## src/rtl/pbrd_pkg.sv

```systemverilog
package pbrd_pkg;

  // row count field is two bytes wide above this packed row width
  localparam logic [15:0] WideCountMin = 16'd250;
  localparam logic [7:0]  NoOpHeader   = 8'h80;
  localparam logic [8:0]  RunBase      = 9'd257;

  // configuration register indexes
  localparam logic CfgPackedRowBytes = 1'b0;
  localparam logic CfgRowLimit       = 1'b1;

  localparam int TdataW = 40;

  // one decoded result
  typedef struct packed {
    logic [7:0]         out_value;
    logic [7:0]         run_length;
    logic               row_end;
    logic signed [16:0] bytes_read;
    logic               status;
  } result_t;

endpackage

```

## src/rtl/pbrd_in_reg.sv

```systemverilog
module pbrd_in_reg (
  input  logic       clk,
  input  logic       rst,
  input  logic       s_valid,
  output logic       s_ready,
  input  logic [7:0] s_byte,
  input  logic       take,
  output logic       held_valid,
  output logic [7:0] held_byte
);

  // input holding register, refilled in the cycle its byte is consumed
  assign s_ready = !held_valid || take;

  always_ff @(posedge clk) begin
    if (rst) begin
      held_valid <= 1'b0;
    end else if (s_ready) begin
      held_valid <= s_valid;
    end
  end

  always_ff @(posedge clk) begin
    if (s_valid && s_ready) begin
      held_byte <= s_byte;
    end
  end

endmodule

```

## src/rtl/pbrd_decode.sv

```systemverilog
module pbrd_decode (
  input  logic                  clk,
  input  logic                  rst,
  input  logic                  cfg_we,
  input  logic                  cfg_index,
  input  logic [15:0]           cfg_data,
  input  logic                  take,
  input  logic [7:0]            in_byte,
  output logic                  res_valid,
  output pbrd_pkg::result_t     res
);

  typedef enum logic [2:0] {
    PH_COUNT     = 3'd0,
    PH_COUNT_LO  = 3'd1,
    PH_HEADER    = 3'd2,
    PH_RUN_VALUE = 3'd3,
    PH_LITERAL   = 3'd4
  } phase_t;

  logic [15:0]        packed_row_bytes;
  logic [15:0]        row_limit;
  phase_t             phase, phase_next;
  logic [7:0]         count_high, count_high_next;
  logic signed [16:0] remaining, remaining_next;
  logic [16:0]        produced, produced_next;
  logic [7:0]         literal_left, literal_left_next;
  logic [7:0]         pending_run, pending_run_next;
  logic signed [16:0] row_total, row_total_next;

  logic signed [16:0] row_count;
  logic signed [16:0] field_bytes;
  logic [7:0]         pkt_len;
  logic [17:0]        new_total;
  logic               over;
  logic               trim;
  logic [7:0]         lit_dec;

  // configuration registers
  always_ff @(posedge clk) begin
    if (rst) begin
      packed_row_bytes <= '0;
      row_limit        <= '0;
    end else if (cfg_we) begin
      unique case (cfg_index)
        pbrd_pkg::CfgPackedRowBytes: packed_row_bytes <= cfg_data;
        pbrd_pkg::CfgRowLimit:       row_limit        <= cfg_data;
        default: ;
      endcase
    end
  end

  // row count as signed value with the size of its field
  always_comb begin
    if (phase == PH_COUNT_LO) begin
      row_count   = {{1{count_high[7]}}, count_high, in_byte};
      field_bytes = 17'sd2;
    end else begin
      row_count   = {9'd0, in_byte};
      field_bytes = 17'sd1;
    end
  end

  // packet length and limit check shared by run and literal packets
  always_comb begin
    if (phase == PH_RUN_VALUE) begin
      pkt_len = pending_run;
    end else begin
      pkt_len = in_byte + 8'd1;
    end
    new_total = {1'b0, produced} + {10'd0, pkt_len};
    over      = new_total > {2'd0, row_limit};
    trim      = row_limit[0] && (new_total == ({2'd0, row_limit} + 18'd1));
    lit_dec   = (literal_left != 8'd0) ? literal_left - 8'd1 : literal_left;
  end

  // next state and result for the held byte
  always_comb begin
    phase_next        = phase;
    count_high_next   = count_high;
    remaining_next    = remaining;
    produced_next     = produced;
    literal_left_next = literal_left;
    pending_run_next  = pending_run;
    row_total_next    = row_total;
    res_valid         = 1'b0;
    res               = '0;
    unique case (phase) inside
      PH_COUNT, PH_COUNT_LO: begin
        if (phase == PH_COUNT && packed_row_bytes > pbrd_pkg::WideCountMin) begin
          count_high_next = in_byte;
          phase_next      = PH_COUNT_LO;
        end else begin
          row_total_next    = row_count + field_bytes;
          remaining_next    = row_count;
          produced_next     = '0;
          literal_left_next = '0;
          pending_run_next  = '0;
          if (row_count[16] || row_count == 17'sd0) begin
            phase_next     = PH_COUNT;
            res_valid      = 1'b1;
            res.row_end    = 1'b1;
            res.bytes_read = row_count + field_bytes;
          end else begin
            phase_next = PH_HEADER;
          end
        end
      end
      PH_HEADER: begin
        if (in_byte == pbrd_pkg::NoOpHeader) begin
          remaining_next = remaining - 17'sd1;
          if (remaining_next[16] || remaining_next == 17'sd0) begin
            phase_next     = PH_COUNT;
            res_valid      = 1'b1;
            res.row_end    = 1'b1;
            res.bytes_read = row_total;
          end
        end else if (in_byte[7]) begin
          pending_run_next = 8'(pbrd_pkg::RunBase - {1'b0, in_byte});
          phase_next       = PH_RUN_VALUE;
        end else if (over) begin
          // literal packet past the row limit: abandon the row
          phase_next        = PH_COUNT;
          literal_left_next = '0;
          pending_run_next  = '0;
          res_valid         = 1'b1;
          res.row_end       = 1'b1;
          res.status        = 1'b1;
        end else begin
          remaining_next    = remaining - $signed({8'd0, pkt_len} + 17'd1);
          produced_next     = new_total[16:0];
          literal_left_next = pkt_len;
          phase_next        = PH_LITERAL;
        end
      end
      PH_RUN_VALUE: begin
        if (over && !trim) begin
          phase_next        = PH_COUNT;
          literal_left_next = '0;
          pending_run_next  = '0;
          res_valid         = 1'b1;
          res.row_end       = 1'b1;
          res.status        = 1'b1;
        end else begin
          remaining_next   = remaining - 17'sd2;
          pending_run_next = '0;
          res_valid        = 1'b1;
          res.out_value    = in_byte;
          // odd limit overshot by one trims the run
          if (over) begin
            res.run_length = pkt_len - 8'd1;
            produced_next  = new_total[16:0] - 17'd1;
          end else begin
            res.run_length = pkt_len;
            produced_next  = new_total[16:0];
          end
          if (remaining_next[16] || remaining_next == 17'sd0) begin
            phase_next     = PH_COUNT;
            res.row_end    = 1'b1;
            res.bytes_read = row_total;
          end else begin
            phase_next = PH_HEADER;
          end
        end
      end
      PH_LITERAL: begin
        literal_left_next = lit_dec;
        res_valid         = 1'b1;
        res.out_value     = in_byte;
        res.run_length    = 8'd1;
        if (lit_dec == 8'd0) begin
          if (remaining[16] || remaining == 17'sd0) begin
            phase_next     = PH_COUNT;
            res.row_end    = 1'b1;
            res.bytes_read = row_total;
          end else begin
            phase_next = PH_HEADER;
          end
        end
      end
      default: begin
        phase_next = PH_COUNT;
      end
    endcase
  end

  // decoder state, advanced once per consumed byte
  always_ff @(posedge clk) begin
    if (rst) begin
      phase        <= PH_COUNT;
      count_high   <= '0;
      remaining    <= '0;
      produced     <= '0;
      literal_left <= '0;
      pending_run  <= '0;
      row_total    <= '0;
    end else if (take) begin
      phase        <= phase_next;
      count_high   <= count_high_next;
      remaining    <= remaining_next;
      produced     <= produced_next;
      literal_left <= literal_left_next;
      pending_run  <= pending_run_next;
      row_total    <= row_total_next;
    end
  end

endmodule

```

## src/rtl/pbrd_out_skid.sv

```systemverilog
module pbrd_out_skid (
  input  logic              clk,
  input  logic              rst,
  input  logic              in_valid,
  output logic              in_ready,
  input  pbrd_pkg::result_t in_res,
  output logic              out_valid,
  input  logic              out_ready,
  output pbrd_pkg::result_t out_res
);

  logic              skid_valid;
  pbrd_pkg::result_t skid_res;

  // ready depends on registered state only
  assign in_ready = !skid_valid;

  // result register with one skid entry
  always_ff @(posedge clk) begin
    if (rst) begin
      out_valid  <= 1'b0;
      skid_valid <= 1'b0;
    end else if (in_valid && in_ready) begin
      if (out_valid && !out_ready) begin
        skid_valid <= 1'b1;
      end else begin
        out_valid <= 1'b1;
      end
    end else if (out_ready) begin
      if (skid_valid) begin
        skid_valid <= 1'b0;
      end else begin
        out_valid <= 1'b0;
      end
    end
  end

  always_ff @(posedge clk) begin
    if (in_valid && in_ready) begin
      if (out_valid && !out_ready) begin
        skid_res <= in_res;
      end else begin
        out_res <= in_res;
      end
    end else if (out_ready && skid_valid) begin
      out_res <= skid_res;
    end
  end

endmodule

```

## src/rtl/packbits_row_decoder.sv

```systemverilog
// channel    | dir | handshake              | payload
// s_axis     | in  | s_axis_tvalid/tready   | tdata[7:0] in_byte
// m_axis     | out | m_axis_tvalid/tready   | tdata, tlast row_end, tuser status
// cfg        | in  | cfg_we                 | cfg_index, cfg_data[15:0]
//
// one packed byte is consumed per cycle while the skid entry is empty; a byte is
// accepted into the input holding register, which feeds the result register directly
// first bytes of two-byte counts give no result, headers only when ending a row
// rst is synchronous and clears the decoder state and both config registers
// a stalled output is absorbed by a one-entry skid, after which input stalls
module packbits_row_decoder (
  input  logic                          clk,
  input  logic                          rst,
  input  logic                          cfg_we,
  input  logic                          cfg_index,
  input  logic [15:0]                   cfg_data,
  input  logic                          s_axis_tvalid,
  output logic                          s_axis_tready,
  input  logic [7:0]                    s_axis_tdata,  // [7:0] in_byte
  output logic                          m_axis_tvalid,
  input  logic                          m_axis_tready,
  // [7:0] out_value, [15:8] run_length, [32:16] bytes_read, [39:33] zero
  output logic [pbrd_pkg::TdataW-1:0]   m_axis_tdata,
  output logic                          m_axis_tlast,  // row_end
  output logic                          m_axis_tuser   // [0] status
);

  logic              held_valid;
  logic [7:0]        held_byte;
  logic              take;
  logic              res_valid;
  logic              skid_ready;
  pbrd_pkg::result_t res;
  pbrd_pkg::result_t out_res;

  // a held byte is consumed whenever the output side has room
  assign take = held_valid && skid_ready;

  pbrd_in_reg u_in_reg (
    .clk        (clk),
    .rst        (rst),
    .s_valid    (s_axis_tvalid),
    .s_ready    (s_axis_tready),
    .s_byte     (s_axis_tdata),
    .take       (take),
    .held_valid (held_valid),
    .held_byte  (held_byte)
  );

  pbrd_decode u_decode (
    .clk       (clk),
    .rst       (rst),
    .cfg_we    (cfg_we),
    .cfg_index (cfg_index),
    .cfg_data  (cfg_data),
    .take      (take),
    .in_byte   (held_byte),
    .res_valid (res_valid),
    .res       (res)
  );

  pbrd_out_skid u_out_skid (
    .clk       (clk),
    .rst       (rst),
    .in_valid  (take && res_valid),
    .in_ready  (skid_ready),
    .in_res    (res),
    .out_valid (m_axis_tvalid),
    .out_ready (m_axis_tready),
    .out_res   (out_res)
  );

  // output packing
  assign m_axis_tdata = {7'd0, out_res.bytes_read, out_res.run_length, out_res.out_value};
  assign m_axis_tlast = out_res.row_end;
  assign m_axis_tuser = out_res.status;

endmodule

```

## config.mk

```make
export PLATFORM = sky130hd
export DESIGN_NAME = packbits_row_decoder
export DESIGN_NICKNAME = d
export VERILOG_FILES = /design/src/rtl/pbrd_pkg.sv /design/src/rtl/pbrd_in_reg.sv /design/src/rtl/pbrd_decode.sv /design/src/rtl/pbrd_out_skid.sv /design/src/rtl/packbits_row_decoder.sv
export SDC_FILE = /design/constraint.sdc
export NUM_CORES = 1
export LEC_CHECK = 0
export ABC_AREA = 1
export ABC_CLOCK_PERIOD_IN_PS = 7160
export BUFFER_PORTS_ARGS = -buffer_cell sky130_fd_sc_hd__clkbuf_2
export CORE_ASPECT_RATIO = 0.8
export CORE_MARGIN = 3
export CORE_UTILIZATION = 39
export CTS_BUF_LIST = sky130_fd_sc_hd__clkbuf_4
export CTS_CLUSTER_SIZE = 10
export DETAILED_ROUTE_END_ITERATION = 10
export PLACE_DENSITY_LB_ADDON = 0.08
export SKIP_LAST_GASP = 1
export SLEW_MARGIN = 20
export SYNTH_ARGS = -nofsm -noshare
export SYNTH_HDL_FRONTEND = slang
export SYNTH_HIERARCHICAL = 1
export SYNTH_SLANG_ARGS = --single-unit
```

## constraint.sdc

```tcl
create_clock -name clk -period 7.16 [get_ports clk]
set_input_delay 1.432 -clock clk [delete_from_list [all_inputs] [get_ports clk]]
set_output_delay 1.432 -clock clk [all_outputs]
set_load 0.05 [all_outputs]
```

## Word-level counts from Yosys, hierarchy flattened

Index checks and enable logic that the tools add are counted.

- Flip-flop bits (word level): 191
- Bits of input ports: 30

- Add/sub/neg operators: 12
- Order comparisons: 2
- Eq/ne operators: 20
- Muxes and demuxes: 72
- Bitwise gates (word level): 2
- Reductions and logical operators: 44

Operator list:

| cell | count |
|---|---|
| 17-bit two-way mux | 14 |
| 18-bit two-way mux | 6 |
| 35-bit two-way mux | 3 |
| 17-bit case mux with 3 select lines | 2 |
| 8-bit two-way mux | 11 |
| 18-bit case mux with 4 select lines | 1 |
| 17-bit logical NOT | 4 |
| 16-bit case mux with 2 select lines | 1 |
| 8-bit case mux with 4 select lines | 1 |
| 8-bit case mux with 3 select lines | 1 |
| 2-bit inequality test, second input constant | 10 |
| 17-bit by 8-bit adder with 18-bit output | 1 |
| 18-bit == test | 1 |
| 18-bit by 16-bit > comparator with 1-bit output | 1 |
| 16-bit by 1-bit adder with 17-bit output, second input constant | 1 |
| 17-bit by 3-bit adder with 17-bit output | 1 |
| 1-bit two-way mux | 17 |
| 17-bit by 1-bit subtractor with 17-bit output, second input constant | 1 |
| 17-bit subtractor | 1 |
| 17-bit by 2-bit subtractor with 17-bit output, second input constant | 1 |
| 17-bit by 3-bit subtractor with 17-bit output, second input constant | 1 |
| 16-bit by 8-bit > comparator with 1-bit output, second input constant | 1 |
| 16-bit two-way mux | 1 |
| 8-bit by 1-bit subtractor with 8-bit output, second input constant | 2 |
| 30 further kinds | 68 |

## Logic depth before layout (Yosys ltp)

Gate-level depths: netlist of the first run.

- Word-level depth: 12
- Depth in mapped cells: 42
- Gate-level depth less buffers: 39

## Hierarchy

Netlist of the first run, hierarchy kept.

By module, submodules not included:

| module | times used | cells each | area each (um^2) | seq. area each (um^2) |
|---|---|---|---|---|
| pbrd_decode | 1 | 1690 | 10188.5 | 2202.1 |
| pbrd_out_skid | 1 | 202 | 2716.4 | 2142.1 |
| pbrd_in_reg | 1 | 14 | 287.8 | 260.2 |
| packbits_row_decoder | 1 | 12 | 73.8 | 0.0 |

## Least setup slack after synthesis of the first run

OpenSTA, ideal clock, no wires.

- Path kind: register to register
- From: reg u_decode.phase[1]
- To: reg u_out_skid/out_res[0] (netlist name)
- Library setup time: 0.476 ns
- Arrival time: 7.042 ns
- Slack: -0.358 ns
- Stages on the path, launching flop included: 37
- Path buffers: 2
- Clock period less this slack: 7.518 ns
- Cell sequence: dfxtp_1 -> inv_1 -> nor2_4 -> inv_2 -> nor2_8 -> inv_2 -> clkbuf_1 -> o21ai_0 -> inv_1 -> ha_1 -> nand2_1 -> nor2_1 -> nand2_2 -> nand2_4 -> nand2_1 -> nand2_4 -> inv_1 -> ha_1 -> nand4_1 -> nor2_1 -> o21ai_0 -> nand2_1 -> o21ai_0 -> nand2_1 -> nand2_1 -> nand2_1 -> nand2_1 -> nand2_4 -> inv_2 -> buf_2 -> nor3_1 -> nor3_1 -> nand3_1 -> inv_1 -> nor2_2 -> nand2_4 -> o21ai_0

- Cells in the longest elaborated chain, start to end: 12
- Elaborated cells between the ends (all ways): 25

Ends and longest elaborated chain:

| item | RTL line | source |
|---|---|---|
| start: declaration | pbrd_decode.sv:23 | `phase_t phase, phase_next;` |
| start signal: assignment | pbrd_decode.sv:198 | `phase <= phase_next;` |
| 3-bit by 2-bit == test with 1-bit output | pbrd_decode.sv:66 | `if (phase == PH_RUN_VALUE) begin` |
| 8-bit two-way mux | pbrd_decode.sv:66 |  |
| 17-bit by 8-bit adder with 18-bit output | pbrd_decode.sv:71 | `new_total = {1'b0, produced} + {10'd0, pkt_len};` |
| 18-bit by 16-bit > comparator with 1-bit output | pbrd_decode.sv:72 | `over = new_total > {2'd0, row_limit};` |
| 1-bit two-way mux | pbrd_decode.sv:121 | `end else if (over) begin` |
| 1-bit two-way mux | pbrd_decode.sv:118 | `end else if (in_byte[7]) begin` |
| 1-bit two-way mux | pbrd_decode.sv:110 | `if (in_byte == pbrd_pkg::NoOpHeader) begin` |
| 1-bit case mux with 3 select lines * | pbrd_decode.sv:88 | `unique case (phase) inside` |
| net res_valid | packbits_row_decoder.sv:31 | `logic res_valid;` |
| 1-bit logical AND * | packbits_row_decoder.sv:65 | `.in_valid (take && res_valid),` |
| 1-bit logical AND * | pbrd_out_skid.sv:39 | `if (in_valid && in_ready) begin` |
| 2-bit inequality test (no line) or 2-bit nonzero test (tied branches) | -- |  |
| 2-bit AND reduction (no line) * | -- |  |

Mark *: on every way through the listed nets, which the timed path passes. The rest lies on a longest branch.
A chain may end at the register's enable or synchronous reset.

==> results.sh, run 1 <==
export IMPL_outcome="completed"
export IMPL_crit_required_ns=7.56
export IMPL_power_density_mw_per_mm2=220.4
export IMPL_syn2layout_area_growth_pct=7.271
export IMPL_syn_inst=1918
export IMPL_cts_buffers=17
export IMPL_crit_arrival_ns=7.01
export IMPL_dr_pass1_iters=5
export IMPL_clkLatencyLatePin_ns=0.64
export IMPL_grt_total_usage_pct=24.72
export IMPL_timing_rr_start="u_decode/phase[1]"
export IMPL_cpMostUsedCell="nand2_1"
export IMPL_synth_area_leaders="edfxtp_1 18%, dfxtp_1 17%, nand2_1 13%"
export IMPL_r2r_setup_slack_ns=0.55
export IMPL_rows=59
export IMPL_ys_seq_area_share_pct=34.71
export IMPL_place_congestion=0.9430
export IMPL_grt_max_degree=95
export IMPL_core_area_mm2=0.03300
export IMPL_setup_viol=0
export IMPL_rsz0062_at_grt="no"
export IMPL_finalNetCount=2044
export IMPL_ys_warn_count=6
export IMPL_reg2reg_to="u_out_skid/out_res[29]"
export IMPL_yosysMostFrequentCell="nand2_1"
export IMPL_period_needed_ns=6.612
export IMPL_die_area_mm2=0.03628
export IMPL_cp_slowest_stage_delay_ns=0.66
export IMPL_final_layout_size_suffix_gt1_share_pct=10.09
export IMPL_cts_hold_buf=0
export IMPL_max_slew_margin_pct=26.54
export IMPL_cts_root_buf="clkbuf_4"
export IMPL_synth_top_area_cell="edfxtp_1"
export IMPL_grt_pass1_vias=11920
export IMPL_htree_levels=4
export IMPL_clk_pin_slew_ns=0.18
export IMPL_grt_pass1_wl_um=69540
export IMPL_tightestPinTransition_ns=1.088
export IMPL_worst_setup_path_type="flip-flop to flip-flop"
export IMPL_worst_slack_ns=0.5481
export IMPL_numClockSinks=191
export IMPL_hp_class="flip-flop to flip-flop"
export IMPL_max_cap_viol_count=0
export IMPL_ios=74
export IMPL_fp_dieW_um=212.2
export IMPL_via_per_inst=5.422
export IMPL_fillers=3481
export IMPL_num_vias=13020
export IMPL_avgSynthCellArea_um2=6.917
export IMPL_ir_drop_mv=0.1293
export IMPL_wl_met3_um=3682
export IMPL_skew_ns=0.02896
export IMPL_place_worst_setup_slack_ns=0.7934
export IMPL_endpoint_kind="flip-flop"
export IMPL_cts_resized=0
export IMPL_yosys_top_cells_count="470 x nand2_1, 252 x nor2_1, 193 x inv_1, 124 x o21ai_0, 118 x nand3_1"
export IMPL_port_buffer_count=66
export IMPL_reg2reg_depth=33
export IMPL_hp_start="u_decode/pending_run[0]"
export IMPL_synth_cell_types=55
export IMPL_cp_top_family="simple AND/OR/NAND/NOR gates"
export IMPL_drcViolationCount=0
export IMPL_cpMaxStageDelayCell="nor2_1"
export IMPL_drt_met1_wl_um=23590
export IMPL_drv_slew=0
export IMPL_path_buf_inv=6
export IMPL_finalCritPeriodShare_pct=92.34
export IMPL_post_cts_setup_buffers=0
export IMPL_hold_depth=2
export IMPL_syn_area_mm2=0.01327
export IMPL_max_freq_mhz=151.2
export IMPL_dr_first_iter_drc_count=1593
export IMPL_power_leakage_uw=0.006225
export IMPL_post_drt_wl_per_cell_um=18.43
export IMPL_synth_top_cell_area_share_pct=17.66
export IMPL_fp_dieH_um=171.0
export IMPL_finalHoldViolCount=0
export IMPL_clk_path_buf_depth=2
export IMPL_synth_edf_count=78
export IMPL_cp_max_fo=35
export IMPL_ys_flop_type="dfxtp_1"
export IMPL_grt_overflow=0
export IMPL_ys_ff_latch=191
export IMPL_place_hpwl_um=33500
export IMPL_setup_tns_final_ns=0
export IMPL_antenna_found_initial=1
export IMPL_wl_met2_um=16580
export IMPL_start_kind="flip-flop"
export IMPL_async_flop_share_pct=0
export IMPL_postRouteAntennaNets=0
export IMPL_cts_tree="yes"
export IMPL_finalWirelength_um=44250
export IMPL_highest_layer="met4"
export IMPL_initial_core_util_pct=40.20
export IMPL_hold_end="u_decode/pending_run[0]"
metrics by stage:
stage | total power (uW) | area [um^2] | std cells | hold slack [ns] | utilization [%]
6_report | 3136 | 14230 | 2401 | 0.4822 | 43.13
5_1_grt | 3353 | 14230 | 2401 | 0.4935 | 43.13
4_1_cts | 3132 | 14230 | 2399 | 0.4787 | 43.11
3_5_place_dp | 2500 | 13940 | 2367 | 0.4576 | 42.25
3_3_place_gp | 2506 | 13940 | 2367 | 0.4500 | 42.25
2_1_floorplan | 2175 | 13290 | 1924 | 0.4300 | -
cell usage in the layout (no fill, tap or decap), drive strengths merged, types with 52 or more instances in the layout:
cell and n:
nand2 506, xor2 63, nor2 264, nand4 78
inv 213, ha 52, edfxtp 78, a21oi 93
o21ai 134, clkbuf 84, dfxtp 113, nand3 122
sequential cells by signal (all words and copies together), names as in the netlist:
name,cells
u_decode/count_high,8
u_decode/literal_left,8
u_decode/packed_row_bytes,16
u_decode/pending_run,8
u_decode/phase,3
u_decode/produced,17
u_decode/remaining,17
u_decode/row_limit,16
u_decode/row_total,17
u_in_reg/held_byte,8
u_in_reg/held_valid,1
u_out_skid/out_res,35
u_out_skid/out_valid,1
u_out_skid/skid_res,35
u_out_skid/skid_valid,1
metal layers:
layer | vias to the layer above | track usage [%]
met3 | 32 | 4.638
met4 | 0 | 4.220
met5 | - | 0
li1 | 6434 | -
met1 | 6039 | 40.80
met2 | 513 | 32.78
worst min-delay path, delay by kind of cell (launching register included):
family	cells	cell delay (ns)
and+or+nand+nor	1	0.06
DFF	1	0.35
AOI/OAI and AO/OA	1	0.05
power by group:
part	internal [uW]	switching, uW	leakage [uW]
Sequential	1200	65.7	0.00162
Combinational	359	889	0.00445
Clock	190	434	0.000150
worst max-delay path by stage:
stage	start	to	slack [ns]	depth (start not counted)
after detailed placement	u_decode/phase[1]	u_out_skid/out_res[29]	0.79	33
after global placement	u_decode/phase[1]	u_out_skid/out_res[29]	0.68	32
after CTS	u_decode/phase[1]	u_out_skid/out_res[29]	0.77	33
final	u_decode/phase[1]	u_out_skid/out_res[29]	0.55	33
after floorplan	u_decode/phase[1]	u_out_skid/out_res[0]	0.59	36
after global routing	u_decode/phase[1]	u_out_skid/out_res[29]	0.02	33
cell type report:
cell class	count	area [um^2]	share of cell area, %
multi-input cells	1455	7542	53.00
flip-flops and latches	191	4604	32.35
inverters	209	788.3	5.539
well taps	427	534.3	3.754
repair buffers	85	473.0	3.323
clock inverters	14	148.9	1.046
clock buffers	18	135.1	0.9495
diodes	2	5.005	0.03517
logic make-up after synthesis:
family | after synthesis | share of synthesized area [%]
xor gates and xnor gates | 76 | 5.017
buffers and inverters | 278 | 8.733
other | 1 | 0.02827
DFF | 191 | 34.71
adders and majority gates | 55 | 5.357
AOI/OAI and AO/OA | 269 | 11.07
and+or+nand+nor | 1048 | 35.08
(Power assumes the default switching activity.)
==> run 2, diff against run 1 <==
--- a/config.mk
+++ b/config.mk
@@ -6,7 +6,7 @@
 export NUM_CORES = 1
 export LEC_CHECK = 0
 export ABC_AREA = 1
-export ABC_CLOCK_PERIOD_IN_PS = 7160
+export ABC_CLOCK_PERIOD_IN_PS = 8300
 export BUFFER_PORTS_ARGS = -buffer_cell sky130_fd_sc_hd__clkbuf_2
 export CORE_ASPECT_RATIO = 0.8
 export CORE_MARGIN = 3
==> constraint.sdc (replaced) <==
create_clock -name clk -period 8.3 [get_ports clk]
set_input_delay 1.66 -clock clk [delete_from_list [all_inputs] [get_ports clk]]
set_output_delay 1.66 -clock clk [all_outputs]
set_load 0.05 [all_outputs]
==> results.sh, run 2 (same netlist as run 1, synthesis figures left out) <==
export IMPL_finalHoldViolCount=0
export IMPL_final_layout_size_suffix_gt1_share_pct=9.715
export IMPL_post_drt_wl_per_cell_um=18.47
export IMPL_final_common_cell="nand2_1"
export IMPL_ios=74
export IMPL_seqCellArea_mm2=0.004604
export IMPL_cp_max_fo=44
export IMPL_p_sw_uw=1180
export IMPL_syn2layout_area_growth_pct=7.064
export IMPL_drv_slew=0
export IMPL_power_leakage_uw=0.006210
export IMPL_final_core_util_pct=43.04
export IMPL_skew_ns=0.03693
export IMPL_clk_pin_slew_ns=0.17
export IMPL_core_area_mm2=0.03300
export IMPL_clkLatencyLatePin_ns=0.65
export IMPL_antenna_found_initial=1
export IMPL_hp_class="flip-flop to flip-flop"
export IMPL_grt_pass1_vias=11620
export IMPL_max_freq_mhz=134.5
export IMPL_grt_total_usage_pct=24.43
export IMPL_cpMostUsedCell="nand2_1"
export IMPL_cts_root_buf="clkbuf_4"
export IMPL_reg2reg_depth=36
export IMPL_dr_pass1_iters=5
export IMPL_grt_max_degree=95
export IMPL_rows=59
export IMPL_multiInputGateArea_mm2=0.007542
export IMPL_finalWirelength_um=44210
export IMPL_setup_viol=0
export IMPL_die_area_mm2=0.03628
export IMPL_place_hpwl_um=33570
export IMPL_dr_first_iter_drc_count=1231
export IMPL_hold_depth=2
export IMPL_initial_core_util_pct=40.20
export IMPL_period_needed_ns=7.435
export IMPL_post_cts_setup_buffers=0
export IMPL_cts_resized=0
export IMPL_combPwrFrac_pct=39.2
export IMPL_p_seq_share_pct=40.4
export IMPL_final_cells=2394
export IMPL_final_area_mm2=0.01420
export IMPL_fillers=3460
export IMPL_power_density_mw_per_mm2=190.2
export IMPL_cpMaxStageDelayCell="o21ai_4"
export IMPL_intPower_uw=1521
export IMPL_cts_hold_buf=0
export IMPL_cts_buffers=17
export IMPL_reg_top3="u_out_skid/out_res (35), u_out_skid/skid_res (35)"
export IMPL_place_congestion=0.9239
export IMPL_grt_pass1_wl_um=67970
export IMPL_num_vias=12850
export IMPL_via_per_inst=5.367
export IMPL_max_slew_margin_pct=29.76
export IMPL_finalCritPeriodShare_pct=89.58
export IMPL_place_inst=2361
export IMPL_worst_setup_path_type="flip-flop to flip-flop"
export IMPL_final_cell_mix="470 x nand2_1, 252 x nor2_1, 194 x inv_1, 123 x o21ai_0, 118 x nand3_1"
export IMPL_ir_drop_mv=0.1038
export IMPL_max_cap_viol_count=0
export IMPL_outcome="completed"
export IMPL_rsz0062_at_grt="no"
export IMPL_postRouteAntennaNets=0
export IMPL_crit_arrival_ns=7.78
export IMPL_grt_overflow=0
export IMPL_start_kind="flip-flop"
export IMPL_drcViolationCount=0
export IMPL_r2r_setup_slack_ns=0.86
export IMPL_numClockSinks=191
export IMPL_htree_levels=4
export IMPL_setup_tns_final_ns=0
export IMPL_cp_slowest_stage_delay_ns=0.68
export IMPL_cts_tree="yes"
export IMPL_tightestPinTransition_ns=1.050
export IMPL_fp_dieW_um=212.2
export IMPL_port_buffer_count=66
export IMPL_endpoint_kind="flip-flop"
export IMPL_dpl_cell_area_mm2=0.01391
export IMPL_clk_path_buf_depth=2
export IMPL_crit_required_ns=8.65
export IMPL_finalNetCount=2038
export IMPL_clock_power_share_pct=20.4
export IMPL_switching_share_pct=43.70
export IMPL_fp_dieH_um=171.0
[run 2: metal layers]
| metal | track usage (%) | part of all wire (%) | vias to the layer above |
|---|---|---|---|
| li1 | - | - | 6406 |
| met1 | 38.84 | 52 | 5936 |
| met2 | 32.34 | 37 | 478 |
| met3 | 7.076 | 9.8 | 28 |
| met4 | 4.016 | 0.97 | 0 |
| met5 | 0 | 0 | - |
[run 2: path summary, 6_finish.rpt]
path / from / end
worst min-delay path: u_decode/count_high[3] / u_decode/count_high[3]
worst max-delay path: u_decode/phase[1] / u_out_skid/out_res[20]
worst min register to register: u_decode/count_high[3] / u_decode/count_high[3]
worst max register to register: u_decode/phase[1] / u_out_skid/out_res[20]
[run 2: cell type report]
type,count,share of cell area [%]
antenna,1,0.01762
clock inverter,15,1.154
timing repair buffer,79,3.101
multi-input combinational,1455,53.10
clock buffer,17,0.8985
sequential,191,32.42
inverter,209,5.550
tap,427,3.761
[run 2: critical path, delay by kind of cell, from the launching register on]
kind	cells	cell delay, ns
simple gates	22	2.86
buf+inv	8	1.67
compound gates	4	1.40
fa+ha+maj	2	0.72
flops	1	0.43
[run 2: per-stage QoR]
stage                     total power, uW  hold slack, ns  setup WS [ns]
after floorplan                      1876          0.4300         0.7820
after global placement               2145          0.4467          1.226
after detailed placement             2133          0.4481          1.043
after CTS                            2692          0.4693         0.9716
after global routing                 2880          0.5068         0.3462
final                                2701          0.4657         0.8645
[run 2: power groups by stage]
stage          registers [uW]  clock network, uW  logic [uW]
3_5_place_dp             1110                  0        1020
3_3_place_gp             1110                  0        1040
6_report                 1090                552        1060
2_1_floorplan            1110                  0         767
4_1_cts                  1090                573        1030
5_1_grt                  1100                608        1170
==> run 3, diff against run 2 <==
--- a/config.mk
+++ b/config.mk
@@ -6,7 +6,7 @@
 export NUM_CORES = 1
 export LEC_CHECK = 0
 export ABC_AREA = 1
-export ABC_CLOCK_PERIOD_IN_PS = 8300
+export ABC_CLOCK_PERIOD_IN_PS = 8350
 export BUFFER_PORTS_ARGS = -buffer_cell sky130_fd_sc_hd__clkbuf_2
 export CORE_ASPECT_RATIO = 0.8
 export CORE_MARGIN = 3
==> constraint.sdc (replaced) <==
create_clock -name clk -period 8.35 [get_ports clk]
set_input_delay 1.67 -clock clk [delete_from_list [all_inputs] [get_ports clk]]
set_output_delay 1.67 -clock clk [all_outputs]
set_load 0.05 [all_outputs]
==> results.sh, run 3 (same netlist as run 1, synthesis figures left out) <==
export IMPL_drcViolationCount=0
export IMPL_final_common_cell="nand2_1"
export IMPL_fp_dieW_um=212.2
export IMPL_rows=59
export IMPL_tightestPinTransition_ns=1.079
export IMPL_place_worst_setup_slack_ns=0.8315
export IMPL_final_cell_mix="470 x nand2_1, 252 x nor2_1, 192 x inv_1, 123 x o21ai_0, 118 x nand3_1"
export IMPL_syn2layout_area_growth_pct=6.951
export IMPL_max_cap_viol_count=0
export IMPL_ios=74
export IMPL_drv_slew=0
export IMPL_grt_pass1_vias=11860
export IMPL_postRouteAntennaNets=0
export IMPL_endpoint_kind="flip-flop"
export IMPL_cpMaxStageDelayCell="a22oi_1"
export IMPL_finalNetCount=2038
export IMPL_reg2reg_depth=38
export IMPL_outcome="completed"
export IMPL_die_area_mm2=0.03628
export IMPL_cts_tree="yes"
export IMPL_crit_required_ns=8.71
export IMPL_dr_first_iter_drc_count=1506
export IMPL_hold_depth=2
export IMPL_max_slew_margin_pct=27.81
export IMPL_initial_core_util_pct=40.20
export IMPL_worst_setup_path_type="flip-flop to flip-flop"
export IMPL_numClockSinks=191
export IMPL_cp_slowest_stage_delay_ns=0.55
export IMPL_skew_ns=0.02545
export IMPL_power_leakage_uw=0.006198
export IMPL_crit_arrival_ns=7.80
export IMPL_grt_overflow=0
export IMPL_clkLatencyLatePin_ns=0.65
export IMPL_htree_levels=4
export IMPL_post_drt_wl_per_cell_um=18.46
export IMPL_setup_viol=0
export IMPL_num_vias=12950
export IMPL_place_hpwl_um=33500
export IMPL_rsz0062_at_grt="no"
export IMPL_cts_hold_buf=0
export IMPL_finalHoldViolCount=0
export IMPL_fp_dieH_um=171.0
export IMPL_antenna_found_initial=1
export IMPL_r2r_setup_slack_ns=0.91
export IMPL_hp_class="flip-flop to flip-flop"
export IMPL_clk_path_buf_depth=2
export IMPL_grt_max_degree=95
export IMPL_reg2reg_to="u_out_skid/skid_res[10]"
export IMPL_cp_max_fo=44
export IMPL_cpMostUsedCell="nand2_1"
export IMPL_power_density_mw_per_mm2=187.2
export IMPL_cts_resized=0
export IMPL_cts_root_buf="clkbuf_4"
export IMPL_hp_start="u_decode/count_high[0]"
export IMPL_start_kind="flip-flop"
export IMPL_setup_tns_final_ns=0
export IMPL_grt_pass1_wl_um=68550
export IMPL_max_freq_mhz=134.4
export IMPL_dr_pass1_iters=7
export IMPL_place_congestion=0.9228
export IMPL_finalWirelength_um=44210
export IMPL_finalCritPeriodShare_pct=89.11
export IMPL_final_layout_size_suffix_gt1_share_pct=9.868
export IMPL_cts_buffers=17
export IMPL_grt_total_usage_pct=24.59
export IMPL_worst_slack_ns=0.9096
export IMPL_core_area_mm2=0.03300
export IMPL_timing_rr_start="u_decode/phase[1]"
export IMPL_reg_top3="u_out_skid/out_res (35), u_out_skid/skid_res (35)"
export IMPL_port_buffer_count=66
export IMPL_period_needed_ns=7.440
export IMPL_clk_pin_slew_ns=0.18
export IMPL_ir_drop_mv=0.1008
export IMPL_via_per_inst=5.408
export IMPL_hold_end="u_decode/count_high[0]"
## run 3: worst max path at each step
stage,startpoint,to,depth (start not counted)
floorplan,u_decode/phase[1],u_out_skid/out_res[0],36
global placement,u_decode/phase[1],u_out_skid/out_res[8],36
detailed placement,u_decode/phase[1],u_out_skid/out_res[9],36
CTS,u_decode/phase[1],u_out_skid/out_res[15],36
global route,u_decode/phase[1],u_out_skid/skid_res[1],38
finish,u_decode/phase[1],u_out_skid/skid_res[10],38
## run 3: cell type report
| type | count | area, um^2 |
|---|---|---|
| fill | 3480 | 18810 |
| multi-input combinational | 1455 | 7542 |
| sequential | 191 | 4604 |
| inverter | 209 | 788.3 |
| tap | 427 | 534.3 |
| timing repair buffer | 79 | 440.4 |
| clock inverter | 14 | 138.9 |
| clock buffer | 18 | 135.1 |
| antenna | 2 | 5.005 |
## run 3: worst max-delay path, delay by kind of cell, from the launching register on
kind	cells	cell delay, ns
buffers and inverters	10	2.21
adders and majority gates	2	0.71
DFF	1	0.44
AOI/OAI and AO/OA	3	0.71
and+or+nand+nor	23	3.01
## run 3: per-stage QoR
stage	total power (uW)	hold WS, ns	util (%)	cell area (um^2)	cells
4_1_cts	2653	0.4686	42.96	14180	2392
2_1_floorplan	1865	0.4300	-	13290	1924
5_1_grt	2841	0.4960	43.00	14190	2395
3_5_place_dp	2123	0.4469	42.13	13900	2360
6_report	2656	0.4661	43.00	14190	2395
3_3_place_gp	2131	0.4468	42.13	13900	2360
## run 3: timing repair
| action | CTS | global route |
|---|---|---|
| hold endpoints to repair | 0 | 0 |
| endpoints found under the setup margin | 0 | 14 |
| buffers inserted | 0 | 1 |
## run 3: report_power, final
group	leakage (uW)	switching (uW)	internal [uW]
registers	0.00162	56.7	1030
logic	0.00442	752	300
clock network	0.000149	381	138
## run 3: layer usage
metal	share of wire, %	up-vias	wire, um	GRT usage [%]
li1	-	6412	-	-
met1	51	6009	22540	37.82
met2	37	483	16550	32.41
met3	10	48	4504	8.836
met4	1.4	0	619	4.977
met5	0	-	0	0
